===== src/design/sgr_pkg.sv =====
// ----------------------------------------------------------------------------
// sgr_pkg
// Shared types and constants for the stream group reverser.
// ----------------------------------------------------------------------------
package sgr_pkg;

  localparam int unsigned VALUE_W = 32;
  localparam int unsigned CFG_W   = 5;

  typedef struct packed {
    logic signed [VALUE_W-1:0] item_value;
    logic                      item_last;
  } in_item_t;

  typedef struct packed {
    logic signed [VALUE_W-1:0] out_value;
    logic                      out_last;
  } out_item_t;

  typedef enum logic [1:0] {
    ST_IDLE  = 2'b01,
    ST_DRAIN = 2'b10
  } state_t;

endpackage


===== src/design/sgr_group_mem.sv =====
// ----------------------------------------------------------------------------
// sgr_group_mem
// Group buffer: one write port, one read port, registered read data.
// ----------------------------------------------------------------------------
module sgr_group_mem #(
  parameter int unsigned DEPTH = 16,
  parameter int unsigned AW    = $clog2(DEPTH)
) (
  input  logic                              clk,
  input  logic                              we,
  input  logic [AW-1:0]                     waddr,
  input  logic signed [sgr_pkg::VALUE_W-1:0] wdata,
  input  logic                              re,
  input  logic [AW-1:0]                     raddr,
  output logic signed [sgr_pkg::VALUE_W-1:0] rdata
);
  import sgr_pkg::*;

  logic signed [VALUE_W-1:0] mem [DEPTH];
  logic signed [VALUE_W-1:0] rdata_r;

  always_ff @(posedge clk) begin
    if (we) begin
      mem[waddr] <= wdata;
    end
  end

  // read data holds while re is low; it doubles as the output register
  always_ff @(posedge clk) begin
    if (re) begin
      rdata_r <= mem[raddr];
    end
  end

  assign rdata = rdata_r;

endmodule


===== src/design/stream_group_reverser.sv =====
// ----------------------------------------------------------------------------
// stream_group_reverser
// Collects values into a group buffer and replays each full group in
// reverse order; a partial group at the end of a sequence replays in order.
// ----------------------------------------------------------------------------
//
//   channel  | ports                      | direction | accepted when
//   ---------+----------------------------+-----------+-------------------------
//   input    | in_valid/in_ready/in_item  | in        | in_valid && in_ready
//   result   | out_valid/out_ready/out_item| out      | out_valid && out_ready
//   config   | cfg_we/cfg_wdata           | in        | cfg_we
//
// An item that does not close a group is only written to the buffer. An item
// that closes a group of n values is written, then drained with one buffer read
// per result, since the single read port of the group buffer is the limit.
// Output stalls freeze the drain; the read-data register is the output
// register, so the next item is taken while the final result waits.
// Synchronous active-low reset empties the group and sets group size 1;
// buffer contents are not cleared.
// ----------------------------------------------------------------------------
module stream_group_reverser #(
  parameter int unsigned GROUP_MAX = 16
) (
  input  logic                clk,
  input  logic                rst_n,
  input  logic                in_valid,
  output logic                in_ready,
  input  sgr_pkg::in_item_t   in_item,
  output logic                out_valid,
  input  logic                out_ready,
  output sgr_pkg::out_item_t  out_item,
  input  logic                cfg_we,
  input  logic [sgr_pkg::CFG_W-1:0] cfg_wdata
);
  import sgr_pkg::*;

  localparam int unsigned AW = $clog2(GROUP_MAX);     // buffer address
  localparam int unsigned CW = $clog2(GROUP_MAX + 1); // counts 0..GROUP_MAX

  state_t         state_r, state_nxt;
  logic [CFG_W-1:0] cfg_r;
  logic [CW-1:0]  fill_r, fill_nxt;
  logic [CW-1:0]  remain_r, remain_nxt;
  logic [AW-1:0]  idx_r, idx_nxt;
  logic           rev_r, rev_nxt;
  logic           last_r, last_nxt;
  logic           out_valid_r, out_valid_nxt;
  logic           out_last_r, out_last_nxt;

  logic [CW-1:0]  k_eff;
  logic [CW-1:0]  n_cnt;
  logic           in_acc;
  logic           rd_en;
  logic signed [VALUE_W-1:0] rdata;

  // group size: zero acts as one, anything above the buffer depth saturates
  always_comb begin
    if (cfg_r == '0) begin
      k_eff = CW'(1);
    end else if (32'(cfg_r) > GROUP_MAX) begin
      k_eff = CW'(GROUP_MAX);
    end else begin
      k_eff = CW'(cfg_r);
    end
  end

  assign in_ready = (state_r == ST_IDLE);
  assign in_acc   = in_valid && in_ready;
  assign n_cnt    = fill_r + CW'(1);

  // one buffer read per result, only when the output slot is free or leaving
  assign rd_en = (state_r == ST_DRAIN) && (!out_valid_r || out_ready);

  always_comb begin
    state_nxt     = state_r;
    fill_nxt      = fill_r;
    remain_nxt    = remain_r;
    idx_nxt       = idx_r;
    rev_nxt       = rev_r;
    last_nxt      = last_r;
    out_last_nxt  = out_last_r;
    out_valid_nxt = out_valid_r;

    if (out_valid_r && out_ready) begin
      out_valid_nxt = 1'b0;
    end

    unique case (state_r)
      ST_IDLE: begin
        if (in_acc) begin
          last_nxt = in_item.item_last;
          if (n_cnt >= k_eff) begin
            // full group: replay newest first
            state_nxt  = ST_DRAIN;
            rev_nxt    = 1'b1;
            idx_nxt    = fill_r[AW-1:0];
            remain_nxt = n_cnt;
            fill_nxt   = '0;
          end else if (in_item.item_last) begin
            // partial group at end of sequence: replay in arrival order
            state_nxt  = ST_DRAIN;
            rev_nxt    = 1'b0;
            idx_nxt    = '0;
            remain_nxt = n_cnt;
            fill_nxt   = '0;
          end else begin
            fill_nxt = n_cnt;
          end
        end
      end
      ST_DRAIN: begin
        if (rd_en) begin
          out_valid_nxt = 1'b1;
          out_last_nxt  = last_r && (remain_r == CW'(1));
          idx_nxt       = rev_r ? idx_r - AW'(1) : idx_r + AW'(1);
          remain_nxt    = remain_r - CW'(1);
          if (remain_r == CW'(1)) begin
            state_nxt = ST_IDLE;
          end
        end
      end
      default: begin
        state_nxt = ST_IDLE;
      end
    endcase
  end

  always_ff @(posedge clk) begin
    if (!rst_n) begin
      state_r     <= ST_IDLE;
      cfg_r       <= CFG_W'(1);
      fill_r      <= '0;
      out_valid_r <= 1'b0;
    end else begin
      state_r     <= state_nxt;
      fill_r      <= fill_nxt;
      out_valid_r <= out_valid_nxt;
      if (cfg_we) begin
        cfg_r <= cfg_wdata;
      end
    end
  end

  always_ff @(posedge clk) begin
    remain_r   <= remain_nxt;
    idx_r      <= idx_nxt;
    rev_r      <= rev_nxt;
    last_r     <= last_nxt;
    out_last_r <= out_last_nxt;
  end

  // write lands at the accept edge; the drain's first read waits for state_r to
  // show ST_DRAIN, so the FSM itself keeps reads and writes of one entry apart
  sgr_group_mem #(
    .DEPTH (GROUP_MAX)
  ) u_mem (
    .clk   (clk),
    .we    (in_acc),
    .waddr (fill_r[AW-1:0]),
    .wdata (in_item.item_value),
    .re    (rd_en),
    .raddr (idx_r),
    .rdata (rdata)
  );

  assign out_valid          = out_valid_r;
  assign out_item.out_value = rdata;
  assign out_item.out_last  = out_last_r;

endmodule


===== config.mk =====
export PLATFORM = sky130hd
export DESIGN_NAME = stream_group_reverser
export DESIGN_NICKNAME = d
export VERILOG_FILES = /design/src/design/sgr_pkg.sv /design/src/design/sgr_group_mem.sv /design/src/design/stream_group_reverser.sv
export SDC_FILE = /design/constraint.sdc
export NUM_CORES = 1
export LEC_CHECK = 0
export BUFFER_PORTS_ARGS = -buffer_cell sky130_fd_sc_hd__buf_2
export CAP_MARGIN = 20
export CORE_ASPECT_RATIO = 0.5
export CORE_MARGIN = 4
export CORE_UTILIZATION = 54
export DETAILED_ROUTE_END_ITERATION = 7
export PLACE_DENSITY = 0.78
export SYNTH_ARGS = -nofsm -noshare
export SYNTH_HDL_FRONTEND = slang
export SYNTH_HIERARCHICAL = 1
export SYNTH_SLANG_ARGS = --single-unit
export TNS_END_PERCENT = 100

===== constraint.sdc =====
create_clock -name clk -period 8.6 [get_ports clk]
set_input_delay 0.43 -clock clk [delete_from_list [all_inputs] [get_ports clk]]
set_output_delay 0.43 -clock clk [all_outputs]
set_load 0.005 [all_outputs]

[After elaboration in Yosys (flattened, before gate mapping)]
Memories as Yosys holds them, arrays and structs flattened. A register that Yosys moved wholly into a read port is not among the register bits.
Index checks and enable logic that the tools add are counted.
Storage, ports and cells
  memories kept: 1
  input port bits: 43
  output and inout bits: 35
  word-level logic and storage cells: 64
  bits in registers: 25
  bits in writable memories: 512
Cells by class
  $add $sub $neg: 4
  muxes and demuxes: 27
  $lt $le $gt $ge: 2
  reductions and logical operators: 14
  eq/ne operators: 7
Memories
  u_mem.mem: words 16, width 32, read ports 1, clocked after Yosys merged registers in 1, write ports 1, RTL line sgr_group_mem.sv:19  | logic signed [VALUE_W-1:0] mem [DEPTH];
Operators with widths (number)
  5-bit two-way mux: 8
  4-bit two-way mux: 5
  2-bit two-way mux: 5
  5-bit case mux with 2 select lines: 1
  4-bit case mux with 2 select lines: 1
  4-bit AND reduction: 2
  1-bit two-way mux: 6
  5-bit by 1-bit adder with 5-bit output, second input constant: 1
  5-bit by 1-bit == test with 1-bit output, second input constant: 1
  5-bit >= comparator: 1
  5-bit > comparator, second input constant: 1
  5-bit logical NOT: 1
  5-bit by 1-bit subtractor with 5-bit output, second input constant: 1
  4-bit by 1-bit adder with 4-bit output, second input constant: 1
  1-bit logical AND: 4
  2-bit by 1-bit != test with 1-bit output, second input constant: 2
  2-bit case mux with 2 select lines: 1
  2-bit AND reduction: 2
  2-bit nonzero test: 2
  4-bit by 1-bit subtractor with 4-bit output, second input constant: 1
  3-bit by 1-bit != test with 1-bit output, second input constant: 1
  3-bit AND reduction: 1
  2-bit by 1-bit == test with 1-bit output, second input constant: 1
  2-bit == test, second input constant: 1
  3 further kinds: 3

[Logic depth before layout (Yosys ltp)]
Gate-level depths: netlist of the first run.
  word-level depth: 7
  depth in mapped cells: 10
  mapped depth without buffers: 9

[By module]
The synthesis of the first run kept the hierarchy.
Modules (own cells, without submodules)
  sgr_group_mem: area an instance 20155.6 µm², cells each 838, instances 1, sequential area each 16335.7 µm²
  stream_group_reverser: area an instance 1378.8 µm², cells each 136, instances 1, sequential area each 620.6 µm²

[Worst setup path after synthesis of the first run]
No wires, ideal clock.
  path type: reg2reg
  from: register state_r[1]
  to: memory u_mem.mem[0][0], enable pin
  clock period less this slack: 3953 ps
  cell stages (with the launch flop): 6
  required time: 8139 ps
  library setup time: 461 ps
  setup slack: 4647 ps
  path buffers: 0
  arrival time: 3492 ps
  cell sequence: dfxtp_1 and2b_1 nand2_2 inv_1 or3b_2 nor3_1
Between the ends
  word-level cells in the longest chain between the ends: 4
Ends and longest elaborated chain
  start, declared: RTL line stream_group_reverser.sv:40  | state_t state_r, state_nxt;
  start signal, assigned: RTL line stream_group_reverser.sv:135  | state_r <= state_nxt;
  2-bit by 1-bit == test with 1-bit output: RTL line stream_group_reverser.sv:67  | assign in_ready = (state_r == ST_IDLE);
  via in_ready: RTL line stream_group_reverser.sv:27  | output logic in_ready,
  1-bit logical AND: RTL line stream_group_reverser.sv:68  | assign in_acc = in_valid && in_ready;
  via in_acc: RTL line stream_group_reverser.sv:52  | logic in_acc;
  1-bit two-way mux: RTL line sgr_group_mem.sv:23  | if (we) begin
  1-bit two-way mux (not written as such): RTL line sgr_group_mem.sv:24  | mem[waddr] <= wdata;
  end, declared: RTL line sgr_group_mem.sv:19
The timed path passes the listed nets, and every way through them passes these cells.

==> impl_metrics.ini, run 1 <==
[place]
gp_congestion = 0.724
port_buffers = 77
place_hpwl_mm = 22.5
pre_cts_ws_ns = 5.11

[finish]
area_growth_pct = 12.0
drive_gt1_frac = 0.286
final_nets = 1131
fill_cells = 2499
final_util = 0.617
diodes = 0

[setup_path]
crit_slowest_cell = buf_4
reg2reg_from = idx_r[1]
setup.worst_path.start_class = register
r2r-end = u_mem/rdata[14]
cp_cell_sequence = buf_4, buf_4, mux4_2, a22oi_1, nand2_1
crit_type = reg2reg
r2r_slack_ns = 5.08
cp_slowest_stage_delay_ns = 0.84
crit_path_end_kind = register
cp_common_cell = buf_4
critPathLaunch = idx_r[1]
required_ns = 8.92
setup.worst_path.end = u_mem/rdata[14]
arrival_ns = 3.84
ff2ff_path_depth = 5
worstPathMaxFanout = 62

[die]
num_io_pins = 78
dieArea_um2 = 43300
start_util = 0.551
die_w_um = 290
die_h_um = 149
num_rows = 51
coreArea_um2 = 39100

[power_and_ir_drop]
p_leak_nw = 7.73
p_per_area_nw_per_um2 = 229
total_power_mw = 5.52
peakVddDrop_v = 0.000119

[route]
drtIter0Drc = 1518
ant_nets = 0
routedWlPerCell_um = 29.9
firstDrtPassIters = 5
wl_mm = 49.1
vias = 10570
vias_per_cell = 6.44
drcViolationCount = 0

[clock_network]
worstSkewPairLatency_ns = 0.57
path_clk_slew_ns = 0.07
post_cts_buffers = 0
clock_sinks = 569
cts_hold_buffers = 0
clockRootBuffer = clkbuf_16
cts-resized-gates = 0
h-tree-depth = 2
cts_inserted_buffers = 48
clockBufferDepth = 3
cts_tree = yes

[sta]
hold_viol_final = 0
worst_slew_pin_slew_ns = 1.15
setup_slack_ns = 5.08
slew_headroom = 0.231
min_period_ns = 3.52
finClkSkew_ns = 0.0162
fmax_mhz = 284
fin_tns_setup_ns = 0
maxSlewViolCount = 0
rsz0062_at_grt = false
setup_viol = 0
fin_crit_sh = 0.409

[global_routing]
antenna_found_initial = 0
grt_pass1_wl_mm = 72.4
grt-ovfl-total = 0
grt_use_total = 0.229
grt_max_degree = 131
grt_pass1_vias = 11046

[synthesis]
synth_cell_types = 44
ys_seq_elements = 569
syn_nets = 1028
synth_warnings = 6
synth_edf_count = 556
async_reset_ff_frac = 0
syn_inst = 974
synth_top_flop_cell = edfxtp_1
synth_area_um2 = 21500
ys_seq_area_frac = 0.787
avgSynthCellArea_um2 = 22.1

[outcome]
run_status = finished, final reports clean

[run]
maxCapViolations = 0

[worst_hold_path]
hp-class = in2reg
min_from = cfg_wdata[0]
-- kinds of logic after synthesis --
logic type,share of synthesized area
AOI/OAI and AO/OA,0.0297
xor gates and xnor gates,0.00366
adders and majority gates,0.00674
buffers and inverters,0.0126
DFF,0.787
muxes,0.137
and+or+nand+nor,0.0231
-- cell usage after synthesis, types with 2 or more instances --
| cell type | n | share of area |
|---|---|---|
| o21ai_0 | 6 | 0.0014 |
| buf_1 | 10 | 0.0017 |
| mux2i_1 | 5 | 0.0023 |
| o21a_1 | 3 | 0.0010 |
| a22oi_1 | 64 | 0.022 |
| nand2_1 | 44 | 0.0077 |
| nor2_1 | 19 | 0.0033 |
| xor2_1 | 6 | 0.0024 |
| nor3_1 | 6 | 0.0014 |
| nand3_1 | 7 | 0.0016 |
| mux4_2 | 128 | 0.13 |
| buf_2 | 7 | 0.0016 |
| a21o_1 | 2 | 0.00070 |
| and2_1 | 3 | 0.00087 |
| nand2b_1 | 6 | 0.0017 |
| nand3b_1 | 2 | 0.00070 |
| a21oi_1 | 6 | 0.0014 |
| xnor2_1 | 3 | 0.0012 |
| dfxtp_1 | 13 | 0.012 |
| buf_4 | 10 | 0.0035 |
| inv_1 | 9 | 0.0016 |
| ha_1 | 10 | 0.0058 |
| clkbuf_1 | 21 | 0.0037 |
| edfxtp_1 | 556 | 0.78 |
| nor2b_1 | 7 | 0.0020 |
| a21boi_0 | 3 | 0.0010 |
-- worst max-delay path: cells and delay by family (launching register included) --
family          cells  cell delay (ns)
compound gates      1             0.24
buf+inv             2             1.62
flops               1             0.81
mux                 1             0.42
simple gates        1             0.07
-- metrics by stage --
| stage | instance area (um^2) | hold WS, ns | std cells |
|---|---|---|---|
| floorplan | 21500 | 0.442 | 974 |
| global placement | 22700 | 0.453 | 1557 |
| detailed placement | 22700 | 0.462 | 1557 |
| CTS | 24100 | 0.0902 | 1641 |
| global route | 24100 | 0.0973 | 1641 |
| finish | 24100 | 0.111 | 1641 |
-- routing by layer --
metal	vias to the layer above	routed length (um)	GRT usage
met5	-	0	0
met4	0	1210	0.0684
met3	90	5060	0.0442
met2	739	24800	0.384
met1	5465	18000	0.313
li1	4276	-	-
-- placed cells by master, fill, tap and decap left out, drive strengths merged, types with 10 or more instances in the layout --
cell	instances
clkbuf	63
nand2	45
mux4	128
clkinv	17
ha	10
inv	11
a22oi	64
nor2	19
edfxtp	556
dfxtp	13
buf	102
-- cell type report --
class	count	area (um^2)	area share
multi-input combinational	347	4450	0.184
inverter	9	33.8	0.00140
tap	530	663	0.0275
timing repair buffer	102	586	0.0243
clock inverter	21	151	0.00628
sequential	569	17000	0.703
clock buffer	63	1280	0.0530
-- sequential cells by signal (all words and copies together) (netlist names), 2 cells and up --
register     count
cfg_r            5
u_mem/rdata     32
idx_r            4
u_mem/mem      512
state_r          2
fill_r           5
remain_r         5
-- power breakdown --
part / leakage (nW) / switching [mW] / total [mW] / internal [mW]
logic: 1.90 / 0.214 / 0.377 / 0.163
registers: 5.13 / 0.0185 / 3.10 / 3.08
clock network: 0.703 / 0.939 / 2.04 / 1.11
total: 7.73 / 1.17 / 5.52 / 4.35
-- worst min path at each step --
stage | end | slack, ns | cells past startpoint
after CTS | cfg_r[0] | 0.09 | 3
final | cfg_r[0] | 0.11 | 3
after floorplan | cfg_r[0] | 0.44 | 2
after global placement | fill_r[4] | 0.45 | 2
after global routing | cfg_r[0] | 0.1 | 3
after detailed placement | fill_r[4] | 0.46 | 2
(Power assumes the default switching activity.)
==> run 2, diff against run 1 <==
--- a/config.mk
+++ b/config.mk
@@ -5,13 +5,14 @@
 export SDC_FILE = /design/constraint.sdc
 export NUM_CORES = 1
 export LEC_CHECK = 0
+export ABC_AREA = 1
 export BUFFER_PORTS_ARGS = -buffer_cell sky130_fd_sc_hd__buf_2
 export CAP_MARGIN = 20
 export CORE_ASPECT_RATIO = 0.5
 export CORE_MARGIN = 4
 export CORE_UTILIZATION = 54
 export DETAILED_ROUTE_END_ITERATION = 7
-export PLACE_DENSITY = 0.78
+export PLACE_DENSITY = 0.81
 export SYNTH_ARGS = -nofsm -noshare
 export SYNTH_HDL_FRONTEND = slang
 export SYNTH_HIERARCHICAL = 1
==> constraint.sdc (replaced) <==
create_clock -name clk -period 2.94 [get_ports clk]
set_input_delay 0.147 -clock clk [delete_from_list [all_inputs] [get_ports clk]]
set_output_delay 0.147 -clock clk [all_outputs]
set_load 0.005 [all_outputs]
==> run 2 against run 1 <==
Against the previous run:
- utilization increased by 0.53 points
- register-to-register slack got worse by 4.8 ns
- non-clock buffer count increased by 68
- power increased to 3.2 times the previous value
- synthesized cell count increased by 140%
- flip-flop and latch count unchanged
- largest power group unchanged
==> impl_metrics.ini, run 2 <==
[route]
firstDrtPassIters = 6
dr.max_layer_used = met4
vias = 16726
drcViolationCount = 0
met2_length_mm = 28.1
routedWlPerCell_um = 18.7
met3_length_mm = 5.71
vias_per_cell = 5.50
ant_nets = 0
drtIter0Drc = 2283
drt-met1-wl_mm = 21.5
wl_mm = 56.8

[die]
start_util = 0.555
num_io_pins = 78
dieArea_um2 = 49100
die_w_um = 309
num_rows = 54
coreArea_um2 = 44200
die_h_um = 159

[setup_path]
crit_slowest_cell = dfxtp_1
setup.worst_path.start_class = register
worstPathMaxFanout = 9
cp_slowest_stage_delay_ns = 0.48
required_ns = 3.23
crit_type = reg2reg
crit_path_end_kind = register
cp_cell_sequence = ha_1, nand4_1, nand2_1, inv_1, ha_1, nand3_1, nor2_2, nor2_4, nand2_1, nand2_1, o21ai_1, clkbuf_2
cp_common_cell = nand2_1
arrival_ns = 2.95

[power_and_ir_drop]
p_leak_nw = 11.6
pwr-share-clk = 0.330
internal-power_mw = 13.0
power_frac_comb = 0.155
seqPwrFrac = 0.515
p_sw_frac = 0.272
switchingPower_mw = 4.86
p_per_area_nw_per_um2 = 651
peakVddDrop_v = 0.000413

[synthesis]
yosys-top-cells-area = edfxtp_1 68%, nand2_1 11%, nand3_1 8.2%
ys_seq_area_frac = 0.692
async_reset_ff_frac = 0
synth_warnings = 6
synth_area_um2 = 24500
yosys.area.top_type_share = 0.681
synth_top_area_cell = edfxtp_1
synth_top_flop_cell = edfxtp_1
synth_cell_types = 29
synth_edf_count = 556
syn_nets = 2359
ys_seq_elements = 569
syn_inst = 2305
post-synth-top-count-cell = nand2_1
avgSynthCellArea_um2 = 10.6
synth_common_cells = 715 x nand2_1, 556 x edfxtp_1, 417 x inv_1, 400 x nand3_1, 41 x buf_2

[finish]
fill_cells = 3174
largest_reg_flops = 512
final_common_cell = nand2_1
final_nets = 2469
mostFrequentLayoutCells = 715 x nand2_1, 556 x edfxtp_1, 416 x inv_1, 400 x nand3_1, 77 x buf_2
drive_gt1_frac = 0.0828
design_area_um2 = 27500
diodes = 0
area_growth_pct = 12.1
final_util = 0.622
regMostFlops = u_mem/mem

[clock_network]
h-tree-depth = 2
clockBufferDepth = 3
cts_inserted_buffers = 48
clock_sinks = 569
worstSkewPairLatency_ns = 0.58
path_clk_slew_ns = 0.06
cts_tree = yes
clockRootBuffer = clkbuf_16

[outcome]
run_status = finished, final reports clean

[sta]
min_period_ns = 2.65
rsz0062_at_grt = false
finClkSkew_ns = 0.0168
worst_slew_pin_slew_ns = 1.02
setup_viol = 0
maxSlewViolCount = 0
setup_slack_ns = 0.285
slew_headroom = 0.319
fmax_mhz = 377
fin_tns_setup_ns = 0
hold_viol_final = 0
fin_crit_sh = 0.903

[global_routing]
antenna_found_initial = 0
grt-ovfl-total = 0
grt_pass1_wl_mm = 88.1
grt_use_total = 0.232
grt_pass1_vias = 16709
grt_max_degree = 129

[place]
gp_congestion = 0.790
place_area_um2 = 25500
port_buffers = 77
place_hpwl_mm = 28.6
pre_cts_ws_ns = 0.140

[worst_hold_path]
hp-class = in2reg

[run]
maxCapViolations = 0
-- run 2: cell types whose count changed after synthesis, sizes merged, moves of 6 or more --
cell,before,now
mux4,128,0
a22oi,64,0
inv,9,420
nand2,45,716
nor2b,7,0
o21ai,7,16
nor2,19,40
buf,28,94
nand2b,6,0
nand3,7,400
-- run 2: cell type report --
type                    count  area [um^2]  area share
clock inverters            31          163     0.00592
clock buffers              55         1250      0.0454
flip-flops and latches    569        17000       0.617
well taps                 588          736      0.0268
inverters                 420         1580      0.0577
multi-input cells        1206         5360       0.195
repair buffers            170         1420      0.0518
-- run 2: stage by stage --
step | std cells | power, mW | hold WS [ns]
after detailed placement | 2900 | 12.0 | 0.369
final | 3039 | 17.9 | 0.400
after floorplan | 2305 | 11.3 | 0.246
after CTS | 3038 | 17.9 | 0.370
after global routing | 3039 | 18.6 | 0.410
after global placement | 2900 | 11.9 | 0.361
-- run 2: worst paths after layout --
kind	startpoint	to	slack (ns)	cells after the start
min	in_item[0]	last_r	0.40	2
min reg2reg	fill_r[4]	fill_r[4]	0.50	2
max	fill_r[0]	idx_r[2]	0.29	12
max reg2reg	fill_r[0]	idx_r[2]	0.29	12
-- run 2: power by group through the flow --
| stage | Combinational, mW | Sequential, mW | Clock [mW] |
|---|---|---|---|
| floorplan | 1.91 | 9.37 | 0 |
| global placement | 2.54 | 9.36 | 0 |
| detailed placement | 2.64 | 9.37 | 0 |
| CTS | 2.73 | 9.20 | 5.94 |
| global route | 3.04 | 9.20 | 6.33 |
| finish | 2.77 | 9.20 | 5.91 |
-- run 2: worst max-delay path, delay by kind of cell, from the launching register on --
kind                       cells  cell delay [ns]
DFF                            1             0.48
adders and majority gates      2             0.58
AOI/OAI and AO/OA              1             0.27
and+or+nand+nor                7             0.72
buffers and inverters          2             0.31
-- run 2: metal layers --
layer / track usage / vias to the layer above
li1: - / 7685
met1: 0.301 / 7916
met2: 0.406 / 982
met3: 0.0374 / 143
met4: 0.0789 / 0
met5: 0 / -
-- run 2: logic make-up after synthesis --
| logic type | synth area share |
|---|---|
| DFF | 0.692 |
| AOI/OAI and AO/OA | 0.00577 |
| xor gates and xnor gates | 0.00179 |
| adders and majority gates | 0.00592 |
| and+or+nand+nor | 0.200 |
| buffers and inverters | 0.0943 |
-- run 2: what timing repair did --
action | in CTS | in global routing
gates resized for setup | 0 | 1
hold buffers | 52 | 0
endpoints found under the setup margin | 0 | 5
buffers inserted | 0 | 0
hold endpoints to repair | 526 | 0
